===== config.mk =====
export PLATFORM = sky130hd
export DESIGN_NAME = gait_phase_generator_top_flat
export DESIGN_NICKNAME = d
export VERILOG_FILES = /design/src/hdl/gpg_pkg.sv /design/src/hdl/gpg_if.sv /design/src/hdl/gpg_cfg.sv /design/src/hdl/gpg_ctrl.sv /design/src/hdl/gpg_dp.sv /design/src/hdl/gait_phase_generator_top.sv /design/src/flat_wrapper.sv
export SDC_FILE = /design/constraint.sdc
export NUM_CORES = 1
export LEC_CHECK = 0
export ABC_CLOCK_PERIOD_IN_PS = 10800
export BUFFER_PORTS_ARGS = -buffer_cell sky130_fd_sc_hd__buf_2
export CORE_MARGIN = 3
export CORE_UTILIZATION = 35
export CTS_BUF_LIST = sky130_fd_sc_hd__clkbuf_16
export DETAILED_ROUTE_END_ITERATION = 10
export PLACE_DENSITY_LB_ADDON = 0.08
export SYNTH_ARGS = -nofsm -noshare
export SYNTH_HDL_FRONTEND = slang
export SYNTH_HIERARCHICAL = 1
export SYNTH_SLANG_ARGS = --single-unit

===== constraint.sdc =====
create_clock -name clk -period 10.8 [get_ports clk]
set_input_delay 0 -clock clk [delete_from_list [all_inputs] [get_ports clk]]
set_output_delay 0 -clock clk [all_outputs]
set_load 0.01 [all_outputs]

===== src/hdl/gpg_pkg.sv =====
// Package of the gait phase generator: widths, codes, offset table, shared types.
// No dependencies.
package gpg_pkg;

  localparam int SPEED_W   = 16;
  localparam int RATE_W    = 12;
  localparam int LEN_W     = 11;
  localparam int IDX_W     = 10;
  localparam int PHASE_W   = 16;
  localparam int MODE_W    = 3;
  localparam int CFG_IDX_W = 2;
  localparam int QUOT_W    = 48;
  localparam int ROOT_W    = 24;
  localparam int SQREM_W   = 27;
  localparam int CNT_W     = 6;
  localparam int PROFILE_DEPTH_DEF = 1024;

  // Reciprocal of three scaled by 2^19, rounded up.
  localparam logic [17:0] RECIP3 = 18'd174763;
  localparam logic [PHASE_W-1:0] WALK_KNEE = 16'd49152;
  localparam logic [PHASE_W-1:0] HALF_CYCLE = 16'd32768;

  localparam logic [CFG_IDX_W-1:0] CFG_GAIT_MODE      = 2'd0;
  localparam logic [CFG_IDX_W-1:0] CFG_STANCE_SPEED   = 2'd1;
  localparam logic [CFG_IDX_W-1:0] CFG_LOOP_RATE      = 2'd2;
  localparam logic [CFG_IDX_W-1:0] CFG_PROFILE_LENGTH = 2'd3;

  localparam logic [MODE_W-1:0] GAIT_PASSIVE = 3'd0;
  localparam logic [MODE_W-1:0] GAIT_STAND   = 3'd1;
  localparam logic [MODE_W-1:0] GAIT_WALK    = 3'd2;
  localparam logic [MODE_W-1:0] GAIT_TROT    = 3'd3;
  localparam logic [MODE_W-1:0] GAIT_CANTER  = 3'd4;
  localparam logic [MODE_W-1:0] GAIT_GALLOP  = 3'd5;

  typedef struct packed {
    logic [MODE_W-1:0]         gait_mode;
    logic signed [SPEED_W-1:0] stance_speed;
    logic [RATE_W-1:0]         tick_rate;
    logic [LEN_W-1:0]          profile_length;
  } gpg_cfg_t;

  typedef struct packed {
    logic       load;
    logic       div_step;
    logic       sqrt_init;
    logic       sqrt_step;
    logic       rate_init;
    logic       leg_a;
    logic       leg_b;
    logic       write;
    logic [1:0] leg;
  } gpg_cmd_t;

  typedef struct packed {
    logic ok;
    logic out_free;
  } gpg_status_t;

  // Leg phase offsets in 1/65536 of a cycle; legs are FL, FR, RL, RR.
  function automatic logic [PHASE_W-1:0] leg_offset(input logic [MODE_W-1:0] mode,
                                                    input logic [1:0] leg);
    logic [PHASE_W-1:0] off;
    off = '0;
    case (mode)
      GAIT_WALK: begin
        case (leg)
          2'd1:    off = 16'd32768;
          2'd2:    off = 16'd16384;
          2'd3:    off = 16'd49152;
          default: off = 16'd0;
        endcase
      end
      GAIT_TROT: begin
        case (leg)
          2'd0, 2'd3: off = 16'd32768;
          default:    off = 16'd0;
        endcase
      end
      GAIT_CANTER: begin
        case (leg)
          2'd1:    off = 16'd19661;
          2'd2:    off = 16'd45875;
          default: off = 16'd0;
        endcase
      end
      GAIT_GALLOP: begin
        case (leg)
          2'd1:    off = 16'd6554;
          2'd2:    off = 16'd39322;
          2'd3:    off = 16'd32768;
          default: off = 16'd0;
        endcase
      end
      default: off = '0;
    endcase
    return off;
  endfunction

endpackage


===== src/hdl/gpg_if.sv =====
// Channel interfaces of the gait phase generator: speed input and phase result.
// Depends on gpg_pkg.
interface gpg_in_if;
  import gpg_pkg::*;
  logic                      valid;
  logic                      ready;
  logic signed [SPEED_W-1:0] desired_speed;
  modport source (output valid, output desired_speed, input ready);
  modport sink (input valid, input desired_speed, output ready);
endinterface

interface gpg_out_if;
  import gpg_pkg::*;
  logic               valid;
  logic               ready;
  logic               valid_res;
  logic [IDX_W-1:0]   front_left_index;
  logic [IDX_W-1:0]   front_right_index;
  logic [IDX_W-1:0]   rear_left_index;
  logic [IDX_W-1:0]   rear_right_index;
  logic [SPEED_W-1:0] step_scale;
  modport source (output valid, output valid_res, output front_left_index,
                  output front_right_index, output rear_left_index,
                  output rear_right_index, output step_scale, input ready);
  modport sink (input valid, input valid_res, input front_left_index,
                input front_right_index, input rear_left_index,
                input rear_right_index, input step_scale, output ready);
endinterface


===== src/hdl/gpg_cfg.sv =====
// Configuration register file of the gait phase generator.
// Depends on gpg_pkg.
module gpg_cfg (
  input  logic                           clk,
  input  logic                           rst_n,
  input  logic                           cfg_we,
  input  logic [gpg_pkg::CFG_IDX_W-1:0]  cfg_idx,
  input  logic [gpg_pkg::SPEED_W-1:0]    cfg_wdata,
  output gpg_pkg::gpg_cfg_t              cfg
);
  import gpg_pkg::*;

  gpg_cfg_t cfg_r, cfg_nxt;

  always_comb begin
    cfg_nxt = cfg_r;
    if (cfg_we) begin
      case (cfg_idx)
        CFG_GAIT_MODE:      cfg_nxt.gait_mode      = cfg_wdata[MODE_W-1:0];
        CFG_STANCE_SPEED:   cfg_nxt.stance_speed   = cfg_wdata;
        CFG_LOOP_RATE:      cfg_nxt.tick_rate      = cfg_wdata[RATE_W-1:0];
        CFG_PROFILE_LENGTH: cfg_nxt.profile_length = cfg_wdata[LEN_W-1:0];
        default:            cfg_nxt = cfg_r;
      endcase
    end
  end

  always_ff @(posedge clk) begin
    if (!rst_n) begin
      cfg_r.gait_mode      <= GAIT_PASSIVE;
      cfg_r.stance_speed   <= 16'sd4096;
      cfg_r.tick_rate      <= 12'd20;
      cfg_r.profile_length <= 11'd1024;
    end else begin
      cfg_r <= cfg_nxt;
    end
  end

  assign cfg = cfg_r;

endmodule


===== src/hdl/gpg_ctrl.sv =====
// Sequencer of the gait phase generator: steps the shared divider and root unit,
// walks the four legs and writes the result. Depends on gpg_pkg.
module gpg_ctrl (
  input  logic                  clk,
  input  logic                  rst_n,
  input  logic                  in_valid,
  output logic                  in_ready,
  input  gpg_pkg::gpg_status_t  st,
  output gpg_pkg::gpg_cmd_t     cmd
);
  import gpg_pkg::*;

  typedef enum logic [8:0] {
    S_IDLE  = 9'b000000001,
    S_DIV   = 9'b000000010,
    S_SQI   = 9'b000000100,
    S_SQRT  = 9'b000001000,
    S_RTI   = 9'b000010000,
    S_RATE  = 9'b000100000,
    S_LEGA  = 9'b001000000,
    S_LEGB  = 9'b010000000,
    S_WRITE = 9'b100000000
  } state_t;

  state_t           state_r, state_nxt;
  logic [CNT_W-1:0] cnt_r, cnt_nxt;
  logic [1:0]       leg_r, leg_nxt;

  always_comb begin
    state_nxt = state_r;
    cnt_nxt   = cnt_r;
    leg_nxt   = leg_r;
    cmd       = '0;
    cmd.leg   = leg_r;
    in_ready  = 1'b0;
    case (state_r)
      S_IDLE: begin
        in_ready = 1'b1;
        if (in_valid) begin
          cmd.load  = 1'b1;
          cnt_nxt   = '0;
          state_nxt = S_DIV;
        end
      end
      S_DIV: begin
        if (!st.ok) begin
          state_nxt = S_WRITE;
        end else begin
          cmd.div_step = 1'b1;
          cnt_nxt      = cnt_r + 1'b1;
          if (cnt_r == CNT_W'(QUOT_W - 1)) state_nxt = S_SQI;
        end
      end
      S_SQI: begin
        cmd.sqrt_init = 1'b1;
        cnt_nxt       = '0;
        state_nxt     = S_SQRT;
      end
      S_SQRT: begin
        cmd.sqrt_step = 1'b1;
        cnt_nxt       = cnt_r + 1'b1;
        if (cnt_r == CNT_W'(ROOT_W - 1)) state_nxt = S_RTI;
      end
      S_RTI: begin
        cmd.rate_init = 1'b1;
        cnt_nxt       = '0;
        state_nxt     = S_RATE;
      end
      S_RATE: begin
        cmd.div_step = 1'b1;
        cnt_nxt      = cnt_r + 1'b1;
        if (cnt_r == CNT_W'(ROOT_W - 1)) begin
          leg_nxt   = '0;
          state_nxt = S_LEGA;
        end
      end
      S_LEGA: begin
        cmd.leg_a = 1'b1;
        state_nxt = S_LEGB;
      end
      S_LEGB: begin
        cmd.leg_b = 1'b1;
        leg_nxt   = leg_r + 1'b1;
        state_nxt = (leg_r == 2'd3) ? S_WRITE : S_LEGA;
      end
      S_WRITE: begin
        if (st.out_free) begin
          cmd.write = 1'b1;
          state_nxt = S_IDLE;
        end
      end
      default: state_nxt = S_IDLE;
    endcase
  end

  always_ff @(posedge clk) begin
    if (!rst_n) begin
      state_r <= S_IDLE;
      cnt_r   <= '0;
      leg_r   <= '0;
    end else begin
      state_r <= state_nxt;
      cnt_r   <= cnt_nxt;
      leg_r   <= leg_nxt;
    end
  end

endmodule


===== src/hdl/gpg_dp.sv =====
// Datapath of the gait phase generator: shared restoring divider and square root,
// leg phase and index unit, stored phase and output register. Depends on gpg_pkg.
module gpg_dp #(
  parameter int PROFILE_DEPTH = gpg_pkg::PROFILE_DEPTH_DEF
) (
  input  logic                          clk,
  input  logic                          rst_n,
  input  gpg_pkg::gpg_cfg_t             cfg,
  input  gpg_pkg::gpg_cmd_t             cmd,
  output gpg_pkg::gpg_status_t          st,
  input  logic signed [gpg_pkg::SPEED_W-1:0] in_speed,
  output logic                          out_valid,
  input  logic                          out_ready,
  output logic                          out_valid_res,
  output logic [gpg_pkg::IDX_W-1:0]     out_fl,
  output logic [gpg_pkg::IDX_W-1:0]     out_fr,
  output logic [gpg_pkg::IDX_W-1:0]     out_rl,
  output logic [gpg_pkg::IDX_W-1:0]     out_rr,
  output logic [gpg_pkg::SPEED_W-1:0]   out_step
);
  import gpg_pkg::*;

  localparam logic [LEN_W-1:0] LEN_MAX =
      (PROFILE_DEPTH > 2047) ? 11'd2047 : LEN_W'(PROFILE_DEPTH);

  logic [QUOT_W-1:0]   sh_r;
  logic [SQREM_W-1:0]  rem_r;
  logic [SPEED_W-1:0]  dvs_r;
  logic [ROOT_W-1:0]   root_r;
  logic                ok_r;
  logic [PHASE_W-1:0]  phase_r;
  logic [PHASE_W-1:0]  pm_r;
  logic [IDX_W-1:0]    idx_r [4];
  logic                out_valid_r;
  logic                res_r;
  logic [IDX_W-1:0]    fl_r, fr_r, rl_r, rr_r;
  logic [SPEED_W-1:0]  step_r;

  // Input sign and magnitude; the ratio is positive when the speeds differ in sign.
  logic                sp_neg, sp_zero, vo_neg, vo_zero, in_ok;
  logic [SPEED_W-1:0]  avd, avo;
  always_comb begin
    sp_neg  = in_speed[SPEED_W-1];
    sp_zero = (in_speed == '0);
    vo_neg  = cfg.stance_speed[SPEED_W-1];
    vo_zero = (cfg.stance_speed == '0);
    in_ok   = !sp_zero && !vo_zero && (sp_neg != vo_neg);
    avd     = sp_neg ? SPEED_W'(-in_speed) : in_speed;
    avo     = vo_neg ? SPEED_W'(-cfg.stance_speed) : cfg.stance_speed;
  end

  // One restoring division step.
  logic [SPEED_W:0] div_t, div_d;
  logic             div_ge;
  always_comb begin
    div_t  = {rem_r[SPEED_W-1:0], sh_r[QUOT_W-1]};
    div_d  = {1'b0, dvs_r};
    div_ge = (div_t >= div_d);
  end

  // One digit of the square root.
  logic [SQREM_W-1:0] sq_t, sq_trial;
  logic               sq_ge;
  always_comb begin
    sq_t     = {rem_r[SQREM_W-3:0], sh_r[QUOT_W-1 -: 2]};
    sq_trial = {1'b0, root_r, 2'b01};
    sq_ge    = (sq_t >= sq_trial);
  end

  // Leg phase with the walk remap.
  logic [PHASE_W-1:0] p_raw, p_map;
  logic [34:0]        p_third;
  always_comb begin
    p_raw   = phase_r + leg_offset(cfg.gait_mode, cmd.leg);
    p_third = 35'({p_raw, 1'b0}) * 35'(RECIP3);
    if (cfg.gait_mode != GAIT_WALK) begin
      p_map = p_raw;
    end else if (p_raw < WALK_KNEE) begin
      p_map = p_third[34:19];
    end else begin
      p_map = HALF_CYCLE + PHASE_W'({p_raw - WALK_KNEE, 1'b0});
    end
  end

  // Leg start index from the mapped phase and the effective table length.
  logic [LEN_W-1:0]   len, len_m1, q_idx;
  logic [26:0]        prod;
  logic [IDX_W-1:0]   idx_val;
  logic               gait_legs;
  always_comb begin
    len = (cfg.profile_length == '0) ? LEN_W'(1) : cfg.profile_length;
    if (len > LEN_MAX) len = LEN_MAX;
    len_m1    = len - 1'b1;
    prod      = 27'(pm_r) * 27'(len);
    q_idx     = (prod[26:16] > len_m1) ? len_m1 : prod[26:16];
    gait_legs = (cfg.gait_mode == GAIT_WALK) || (cfg.gait_mode == GAIT_TROT) ||
                (cfg.gait_mode == GAIT_CANTER) || (cfg.gait_mode == GAIT_GALLOP);
    idx_val   = gait_legs ? q_idx[IDX_W-1:0] : '0;
  end

  always_ff @(posedge clk) begin
    if (cmd.load) begin
      sh_r  <= {avd, 32'b0};
      rem_r <= '0;
      dvs_r <= avo;
      ok_r  <= in_ok;
    end
    if (cmd.div_step) begin
      sh_r  <= {sh_r[QUOT_W-2:0], div_ge};
      rem_r <= SQREM_W'(div_ge ? div_t - div_d : div_t);
    end
    if (cmd.sqrt_init) begin
      rem_r  <= '0;
      root_r <= '0;
    end
    if (cmd.sqrt_step) begin
      sh_r   <= {sh_r[QUOT_W-3:0], 2'b00};
      rem_r  <= sq_ge ? sq_t - sq_trial : sq_t;
      root_r <= {root_r[ROOT_W-2:0], sq_ge};
    end
    if (cmd.rate_init) begin
      sh_r  <= {root_r, 24'b0};
      rem_r <= '0;
      dvs_r <= SPEED_W'(cfg.tick_rate);
    end
    if (cmd.leg_a) pm_r <= p_map;
    if (cmd.leg_b) idx_r[cmd.leg] <= idx_val;
    if (cmd.write) begin
      res_r  <= ok_r;
      fl_r   <= ok_r ? idx_r[0] : '0;
      fr_r   <= ok_r ? idx_r[1] : '0;
      rl_r   <= ok_r ? idx_r[2] : '0;
      rr_r   <= ok_r ? idx_r[3] : '0;
      step_r <= !ok_r ? '0 :
                (root_r[ROOT_W-1 -: 4] != '0) ? '1 : root_r[19:4];
    end
  end

  always_ff @(posedge clk) begin
    if (!rst_n) begin
      phase_r     <= '0;
      out_valid_r <= 1'b0;
    end else begin
      if (cmd.write && ok_r && (cfg.tick_rate != '0)) begin
        phase_r <= phase_r + sh_r[PHASE_W-1:0];
      end
      if (cmd.write) out_valid_r <= 1'b1;
      else if (out_ready) out_valid_r <= 1'b0;
    end
  end

  assign st.ok       = ok_r;
  assign st.out_free = !out_valid_r || out_ready;
  assign out_valid     = out_valid_r;
  assign out_valid_res = res_r;
  assign out_fl        = fl_r;
  assign out_fr        = fr_r;
  assign out_rl        = rl_r;
  assign out_rr        = rr_r;
  assign out_step      = step_r;

endmodule


===== src/hdl/gait_phase_generator_top.sv =====
// Top level of the gait phase generator: configuration registers, sequencer, datapath.
// Depends on gpg_pkg, gpg_if, gpg_cfg, gpg_ctrl and gpg_dp.
//
// One speed transfer on in_ch yields exactly one result transfer on out_ch.
// in_ch carries desired_speed (signed Q4.12); out_ch carries valid_res, four
// swing table start indices and step_scale (unsigned Q4.12).
// Registers are written through cfg_we, cfg_idx and cfg_wdata while idle; the user
// must see to that, as the block itself does not enforce it. With a positive speed
// ratio a result waits on out_ch after 48 divider steps, 24 root steps, 24 steps of
// the phase-advance division and the states S_LEGA and S_LEGB for each leg, all on
// one shift-subtract unit; else the sequencer goes from the divider to its write.
// One item is in work at a time: a new speed is taken only back in idle.
// in_ch.ready is high only while the sequencer is idle. A finished result sits
// in the output register; the next item is accepted and worked on while it
// waits, and the sequencer holds before its write until out_ch is free.
// Reset (rst_n low at a clock edge) loads the register defaults, zeroes the
// stored phase and empties the output register.
module gait_phase_generator_top #(
  parameter int PROFILE_DEPTH = gpg_pkg::PROFILE_DEPTH_DEF
) (
  input  logic                          clk,
  input  logic                          rst_n,
  gpg_in_if.sink                        in_ch,
  gpg_out_if.source                     out_ch,
  input  logic                          cfg_we,
  input  logic [gpg_pkg::CFG_IDX_W-1:0] cfg_idx,
  input  logic [gpg_pkg::SPEED_W-1:0]   cfg_wdata
);
  import gpg_pkg::*;

  gpg_cfg_t    cfg;
  gpg_cmd_t    cmd;
  gpg_status_t st;

  gpg_cfg u_cfg (
    .clk       (clk),
    .rst_n     (rst_n),
    .cfg_we    (cfg_we),
    .cfg_idx   (cfg_idx),
    .cfg_wdata (cfg_wdata),
    .cfg       (cfg)
  );

  gpg_ctrl u_ctrl (
    .clk      (clk),
    .rst_n    (rst_n),
    .in_valid (in_ch.valid),
    .in_ready (in_ch.ready),
    .st       (st),
    .cmd      (cmd)
  );

  gpg_dp #(.PROFILE_DEPTH(PROFILE_DEPTH)) u_dp (
    .clk           (clk),
    .rst_n         (rst_n),
    .cfg           (cfg),
    .cmd           (cmd),
    .st            (st),
    .in_speed      (in_ch.desired_speed),
    .out_valid     (out_ch.valid),
    .out_ready     (out_ch.ready),
    .out_valid_res (out_ch.valid_res),
    .out_fl        (out_ch.front_left_index),
    .out_fr        (out_ch.front_right_index),
    .out_rl        (out_ch.rear_left_index),
    .out_rr        (out_ch.rear_right_index),
    .out_step      (out_ch.step_scale)
  );

endmodule


===== src/flat_wrapper.sv =====
// flat-port wrapper written by rule: the top's interface ports become plain ports
module gait_phase_generator_top_flat import gpg_pkg::*;
#(
  parameter int PROFILE_DEPTH = gpg_pkg::PROFILE_DEPTH_DEF
)
  (clk, rst_n, cfg_we, cfg_idx, cfg_wdata, in_ch_valid, in_ch_desired_speed, in_ch_ready, out_ch_valid, out_ch_valid_res, out_ch_front_left_index, out_ch_front_right_index, out_ch_rear_left_index, out_ch_rear_right_index, out_ch_step_scale, out_ch_ready);
  gpg_in_if in_ch_i ();
  gpg_out_if out_ch_i ();
  input  logic clk;
  input  logic rst_n;
  input  logic cfg_we;
  input  logic [gpg_pkg::CFG_IDX_W-1:0] cfg_idx;
  input  logic [gpg_pkg::SPEED_W-1:0] cfg_wdata;
  input wire logic [$bits(in_ch_i.valid)-1:0] in_ch_valid;
  input wire logic [$bits(in_ch_i.desired_speed)-1:0] in_ch_desired_speed;
  output wire logic [$bits(in_ch_i.ready)-1:0] in_ch_ready;
  output wire logic [$bits(out_ch_i.valid)-1:0] out_ch_valid;
  output wire logic [$bits(out_ch_i.valid_res)-1:0] out_ch_valid_res;
  output wire logic [$bits(out_ch_i.front_left_index)-1:0] out_ch_front_left_index;
  output wire logic [$bits(out_ch_i.front_right_index)-1:0] out_ch_front_right_index;
  output wire logic [$bits(out_ch_i.rear_left_index)-1:0] out_ch_rear_left_index;
  output wire logic [$bits(out_ch_i.rear_right_index)-1:0] out_ch_rear_right_index;
  output wire logic [$bits(out_ch_i.step_scale)-1:0] out_ch_step_scale;
  input wire logic [$bits(out_ch_i.ready)-1:0] out_ch_ready;
  assign in_ch_i.valid = in_ch_valid;
  assign in_ch_i.desired_speed = in_ch_desired_speed;
  assign in_ch_ready = in_ch_i.ready;
  assign out_ch_valid = out_ch_i.valid;
  assign out_ch_valid_res = out_ch_i.valid_res;
  assign out_ch_front_left_index = out_ch_i.front_left_index;
  assign out_ch_front_right_index = out_ch_i.front_right_index;
  assign out_ch_rear_left_index = out_ch_i.rear_left_index;
  assign out_ch_rear_right_index = out_ch_i.rear_right_index;
  assign out_ch_step_scale = out_ch_i.step_scale;
  assign out_ch_i.ready = out_ch_ready;
  gait_phase_generator_top #(.PROFILE_DEPTH(PROFILE_DEPTH)) u_core (.clk(clk), .rst_n(rst_n), .in_ch(in_ch_i), .out_ch(out_ch_i), .cfg_we(cfg_we), .cfg_idx(cfg_idx), .cfg_wdata(cfg_wdata));
endmodule

After elaboration in Yosys (flattened, before gate mapping)
Memory sizes are Yosys's and may differ from the RTL's. A register that Yosys moved wholly into a read port is not among the register bits.
Cells that the tools add are included.
W data, S select, Z words.
{"block": "word_totals", "ff_bits": 223, "ramBits": 40, "input_bits": 39, "out_inout_bits": 59, "memories": 1}
{"block": "classes", "add_sub_neg": 11, "n_mul": 2, "magnitude_cmp": 5, "eq_ne": 29, "mux": 57, "reduce_logical": 42}
{"memory": "u_core.u_dp.idx_r", "words": 4, "width": 10, "read_ports": 4, "rd_clocked_by_memory_dff": 4, "write_ports": 1, "line_no": "gpg_dp.sv:33", "text": "logic [IDX_W-1:0] idx_r [4];"}
{"op": "$mux W48", "count": 4}
{"op": "$mux W25", "count": 6}
{"op": "$mux W16", "count": 6}
{"op": "$pmux W16 S3", "count": 2}
{"op": "$pmux W9 S9", "count": 1}
{"op": "$pmux W16 S4", "count": 1}
{"op": "$mux W9", "count": 7}
{"op": "$mux W24", "count": 2}
{"op": "$mul A16 B18 Y34 const B", "count": 1}
{"op": "$add A16 B16 Y16", "count": 2}
{"op": "$logic_not A16 Y1", "count": 2}
{"op": "$neg A16 Y16", "count": 2}
{"op": "$pmux W16 S2", "count": 1}
{"op": "$ge A27 B26 Y1", "count": 1}
{"op": "$mul A16 B11 Y27", "count": 1}
{"op": "$sub A25 B25 Y25", "count": 1}
{"op": "$mux W12", "count": 2}
{"op": "$pmux W6 S4", "count": 1}
{"op": "$mux W11", "count": 2}
{"op": "$mux W10", "count": 2}
{"op": "$sub A17 B16 Y18", "count": 1}
{"op": "$ge A17 B16 Y1", "count": 1}
{"op": "$add A16 B16 Y16 const A", "count": 1}
{"op": "$lt A16 B16 Y1 const B", "count": 1}
{"op": "other kinds (44)", "count": 95}

Logic depth before layout (Yosys ltp)
{"block": "logic_depth", "ltp_word": 9, "depth_mapped": 34, "depth_no_buf": 33}

Cells and area by module
Netlist, hierarchy kept.
{"module": "gpg_dp", "n_inst": 1, "cells_each": 2606, "area_each_um2": 24332.1}
{"module": "gpg_cfg", "n_inst": 1, "cells_each": 164, "area_each_um2": 1654.1}
{"module": "gpg_ctrl", "n_inst": 1, "cells_each": 140, "area_each_um2": 1224.9}

Worst setup path before layout
No wires, ideal clock.
{"block": "synth_timing", "kind": "reg2reg", "start": "register u_core.u_ctrl.leg_r[0]", "end": "register u_core.u_dp.pm_r[14], data pin", "arrival_time_ps": 8043, "t_required_ps": 10542, "setup_slack_ps": 2499, "stages_incl_launch_ff": 31, "path_buffers": 0, "synth_period_minus_slack_ps": 8301, "cell_sequence": "dfxtp_1 > inv_1 > ha_1 > nand2_1 > a21oi_1 > ha_1 > a21oi_1 > o21ai_0 > o41ai_1 > o211ai_1 > o41ai_1 > o21ai_0 > a211oi_1 > ha_1 > fa_1 > fa_1 > inv_1 > fa_1 > inv_1 > fa_1 > fa_1 > ha_1 > a21oi_1 > o21ai_0 > nor2_1 > a21oi_1 > nand3_1 > o211ai_1 > a31oi_1 > mux2i_1 > nor3b_1"}
{"block": "synth_between", "elab_chain_len": 8, "word_cells_on_any_way": 17}
{"item": "start, declared", "line_no": "gpg_ctrl.sv:27", "text": "logic [1:0] leg_r, leg_nxt;"}
{"item": "start signal, assigned", "line_no": "gpg_ctrl.sv:104", "text": "leg_r <= leg_nxt;"}
{"item": "$eq A2 B2 Y1 (tied with other cells)", "line_no": "gpg_pkg.sv:66, gpg_pkg.sv:74, gpg_pkg.sv:87"}
{"item": "$reduce_or A2 Y1 (tied with other cells)", "line_no": "gpg_pkg.sv:74", "text": "case (leg)"}
{"item": "$mux W16 or $pmux W16 S4 (tied branches)", "line_no": "gpg_pkg.sv:74, gpg_pkg.sv:64"}
{"item": "$pmux W16 S4 (*)", "line_no": "gpg_pkg.sv:64", "text": "case (mode)"}
{"item": "$add A16 B16 Y16 (*)", "line_no": "gpg_dp.sv:74", "text": "p_raw = phase_r + leg_offset(cfg.gait_mode, cmd.leg);"}
{"item": "$mul A16 B18 Y34 (tied with other cells)", "line_no": "gpg_dp.sv:75", "text": "p_third = 35'({p_raw, 1'b0}) * 35'(RECIP3);"}
{"item": "$mux W16", "line_no": "gpg_dp.sv:78", "text": "end else if (p_raw < WALK_KNEE) begin"}
{"item": "$mux W16 (*)", "line_no": "gpg_dp.sv:76", "text": "if (cfg.gait_mode != GAIT_WALK) begin"}
{"item": "net u_core.u_dp.p_map[14]", "line_no": "gpg_dp.sv:71", "text": "logic [PHASE_W-1:0] p_raw, p_map;"}
{"item": "end signal, assigned", "line_no": "gpg_dp.sv:126", "text": "if (cmd.leg_a) pm_r <= p_map;"}
{"item": "end, declared", "line_no": "gpg_dp.sv:32", "text": "logic [PHASE_W-1:0] pm_r;"}
The timed path passes the listed nets; every way through them passes the cells marked *.
A chain may end at the register's enable or synchronous reset.

Worst setup path in the final report
Ends and elaborated chain as after synthesis.

==> metrics.txt <==
wire length of the first global-routing pass=117,000 microns; clock tree from TritonCTS=done; actual transition at the worst max-transition pin=1.10 ns; hold violation total from the final report=0; clock insertion delay at the later pin of the skew report=0.56 ns; Die Outline Area=81,100 sq um; clock tree skew after final layout=0.0212 ns; initial antenna violation count=6; flip-flop and latch count after synthesis=303; core region area=76,500 sq um; synth unique cells=99; number of CTS-inserted buffers=38; required time at the worst-slack endpoint=11.15 ns; number of DRC markers in iteration 0=1,087; final weighted congestion of routability-driven global placement=0.835; final critical delay including setup and external delays=9.94 ns; maximum vdd ir drop=0.107 mV; number of cells after detailed placement=3,932; number of standard cells in the layout, taps in and fillers out=4,030; fill cell instance count of the final layout=7,717; hold-fix buffers at CTS=26; share of flip-flops with an asynchronous set or reset after synthesis=0%; total negative slack=0 ns; aggregate routed wire length=72,900 microns; buffers from clock root to sink, at most=3; signed area change from the synthesized netlist to the final layout=10.7%; number of logic stages on the critical path including buffering=32; cell row count=101; slack of the worst reg-to-reg path=0.86 ns; area of the mapped netlist=27,200 sq um; EDFF count, synth=174; vias in the first global route=20,800; total overflow reported by the global router=0; cell area after placement=28,700 sq um; Final Setup Violations=0; CP Data Arrival Time=10.29 ns; die height=285 microns; Syn. warnings=6; final design instance area without fill=30,100 sq um; highest-delay cell along the critical path=sky130_fd_sc_hd__fa_1; fraction of final layout cells sized beyond drive strength 1=7.94%; cells resized by post-CTS repair=0; setup repair after global routing missed its margin=false; most used flip-flop cell after synthesis=sky130_fd_sc_hd__edfxtp_1; DRT Pass-1 Iters=5; clock sinks=303; launch point of the critical path=u_core/u_ctrl/leg_r[0]; largest net degree at the start of global routing=82; normalized max-slew margin=26.7%; Final period util=92.0%; count of boundary I/O pins=98; maximum net fanout on the critical path=22; portion of synthesized cell area occupied by the leading cell type=19.2%; area leader, netlist=sky130_fd_sc_hd__edfxtp_1; total power=3.58 mW; delay-heaviest family, CP=adder cells; HP Class=input pin to flip-flop; result of the run=finished clean; final-report max-slew violation count=0; average cell area after synthesis=9.35 sq um; count of buffers from port buffering=97; achievable clock frequency=101 MHz; synthesized netlist cell count=2,910; detailed-route via count=20,400; power density over the cells=119 nW/um^2; Worst Path Class, Setup=flip-flop to flip-flop; count of max-cap constraint violations=0; worst hold margin=0.0454 ns; endpoint type of the worst setup path=flip-flop; RR Startpoint=u_core/u_ctrl/leg_r[0]; Nets=3,478; Worst Reg-to-Reg Cells=32; detailed-route vias per instance=5.07; part of the Yosys area used for sequential elements=28.7%; end of the critical path=u_core/u_dp/pm_r[14]; ranking of synthesized cells by area=sky130_fd_sc_hd__edfxtp_1 19%, sky130_fd_sc_hd__fa_1 15%, sky130_fd_sc_hd__ha_1 12%, sky130_fd_sc_hd__dfxtp_1 9.5%, sky130_fd_sc_hd__inv_1 4.8%; average routed wire per standard cell=18.1 microns; Syn Nets=3,420; number of remaining DRC errors=0; Static Leak=13.7 nW; worst stage delay on the critical path=0.61 ns; total setup buffers inserted after CTS=0; end of the worst register-to-register path=u_core/u_dp/pm_r[14]; root buffer cell=sky130_fd_sc_hd__clkbuf_16; DRT antenna net count=0; level count of the clock H-tree=2; hpwl dp=55,700 microns; Setup crit start kind=flip-flop; number of buffers and inverters on the critical path=4; effective utilization at floorplan=35.6%; horizontal die dimension=285 microns; clock-pin slew reported for the worst setup and hold paths after clock tree synthesis=0.05 ns; most prevalent standard cell on the critical path=sky130_fd_sc_hd__fa_1; global-route total usage across every layer=18.0%
-- cells in the final DEF, fill, tap and decap left out, drive strengths merged, types with 11 or more instances in the layout --
cell type    synthesis  routed
o211ai              17      17
a21o                32      32
mux2i               80      80
nor3b               15      15
nand4               15      15
nor3                39      39
nand2b              25      25
xnor2               62      62
edfxtp             174     174
nand3               37      37
o21ai              113     113
a21oi              173     173
a211oi              29      29
nand2              298     298
fa                 202     202
nor2               154     154
xor2                48      48
a31oi               22      22
dlygate4sd3          0      26
nand4b              11      11
dfxtp              129     129
and2               164     164
inv                347     361
nor2b               43      43
buf                 35     129
o21a                36      36
ha                 269     269
or3                 17      17
and3                21      21
clkinv               0      12
nor4                11      11
o22ai               14      14
o31ai               20      20
clkbuf             102      40
-- worst min-delay path: cells and delay by family --
family / cells / cell delay (ns)
compound gates: 1 / 0.07
buf+inv: 1 / 0.13
mux: 1 / 0.13
simple gates: 1 / 0.13
-- metrics by stage --
step / worst slack (ns) / utilization [%]
floorplan: 2.50 / -
global placement: 1.22 / 37.5
detailed placement: 0.972 / 37.5
CTS: 0.876 / 39.4
global route: 0.0488 / 39.4
finish: 0.865 / 39.4
-- kinds of logic after synthesis --
logic type	after synthesis	synth area share, %
AND/OR/NAND/NOR	888	16.5
XOR/XNOR	110	3.54
buffers and inverters	484	7.12
flip-flops	303	28.7
multiplexers	87	3.23
adder cells (fa/ha/maj)	471	27.2
AO/OA/AOI/OAI	567	13.7
-- worst min-delay path by stage --
stage / start / end / slack (ns) / cells past startpoint
6_report: in_ch_desired_speed[11] / u_core/u_dp/ok_r / 0.05 / 4
4_1_cts: in_ch_desired_speed[7] / u_core/u_dp/sh_r[47] / 0.003 / 3
3_5_place_dp: cfg_wdata[13] / u_core/u_cfg/cfg[36] / 0.30 / 3
3_3_place_gp: cfg_wdata[13] / u_core/u_cfg/cfg[36] / 0.31 / 3
2_1_floorplan: cfg_wdata[14] / u_core/u_cfg/cfg[37] / 0.14 / 2
5_1_grt: in_ch_desired_speed[7] / u_core/u_dp/sh_r[47] / 0.06 / 3
-- synthesized netlist by cell type (all sizes together) (8+ instances only) --
library cell and n:
nor4 11, dfxtp 129, mux2i 80, a211oi 29
or3 17, a31oi 22, o21bai 10, buf 35
o22ai 14, o21a 36, o211ai 17, nor3b 15
a311oi 10, and2 164, ha 269, nor2b 43
a21o 32, nand4 15, a221oi 9, and3 21
o31ai 20, inv 347, fa 202, xnor2 62
clkbuf 102, nand2 298, edfxtp 174, o21ai 113
a21oi 173, xor2 48, nor3 39, nor2 154
nand3 37, or2 9, o41ai 8, nand4b 11
nand2b 25
-- power by group --
group	internal [mW]	total [mW]	switching (mW)
Sequential	1.34	1.41	0.0672
Combinational	0.366	0.947	0.581
Clock	0.717	1.23	0.512
Total	2.42	3.58	1.16
-- cell type report --
cell class / count / area, sq um / share of cell area [%]
diodes: 4 / 10.0 / 0.0332
inverters: 347 / 1300 / 4.33
multi-input cells: 2123 / 17500 / 58.2
clock inverters: 28 / 188 / 0.623
flip-flops and latches: 303 / 7810 / 25.9
repair buffers: 155 / 988 / 3.28
clock buffers: 40 / 1000 / 3.32
well taps: 1030 / 1290 / 4.28
-- registers in the layout (all words and copies together) (netlist names), 6 cells and up --
signal	flops
u_core/u_dp/out_fl	10
u_core/u_dp/idx_r	40
u_core/u_dp/sh_r	48
u_core/u_dp/dvs_r	16
u_core/u_ctrl/cnt_r	6
u_core/u_dp/out_rr	10
u_core/u_dp/pm_r	16
u_core/u_ctrl/state_r	9
u_core/u_cfg/cfg	42
u_core/u_dp/out_fr	10
u_core/u_dp/out_step	16
u_core/u_dp/root_r	24
u_core/u_dp/out_rl	10
u_core/u_dp/rem_r	25
u_core/u_dp/phase_r	16
-- routing by layer --
metal	global-route usage [%]	vias up	share of wire, %	wire length, microns
met1	26.0	9947	50	36600
met3	2.62	89	3.9	2810
met2	28.1	324	44	31900
li1	-	10100	-	-
met4	4.50	0	2.2	1620
met5	0	-	0	0
(Power assumes the default switching activity.)
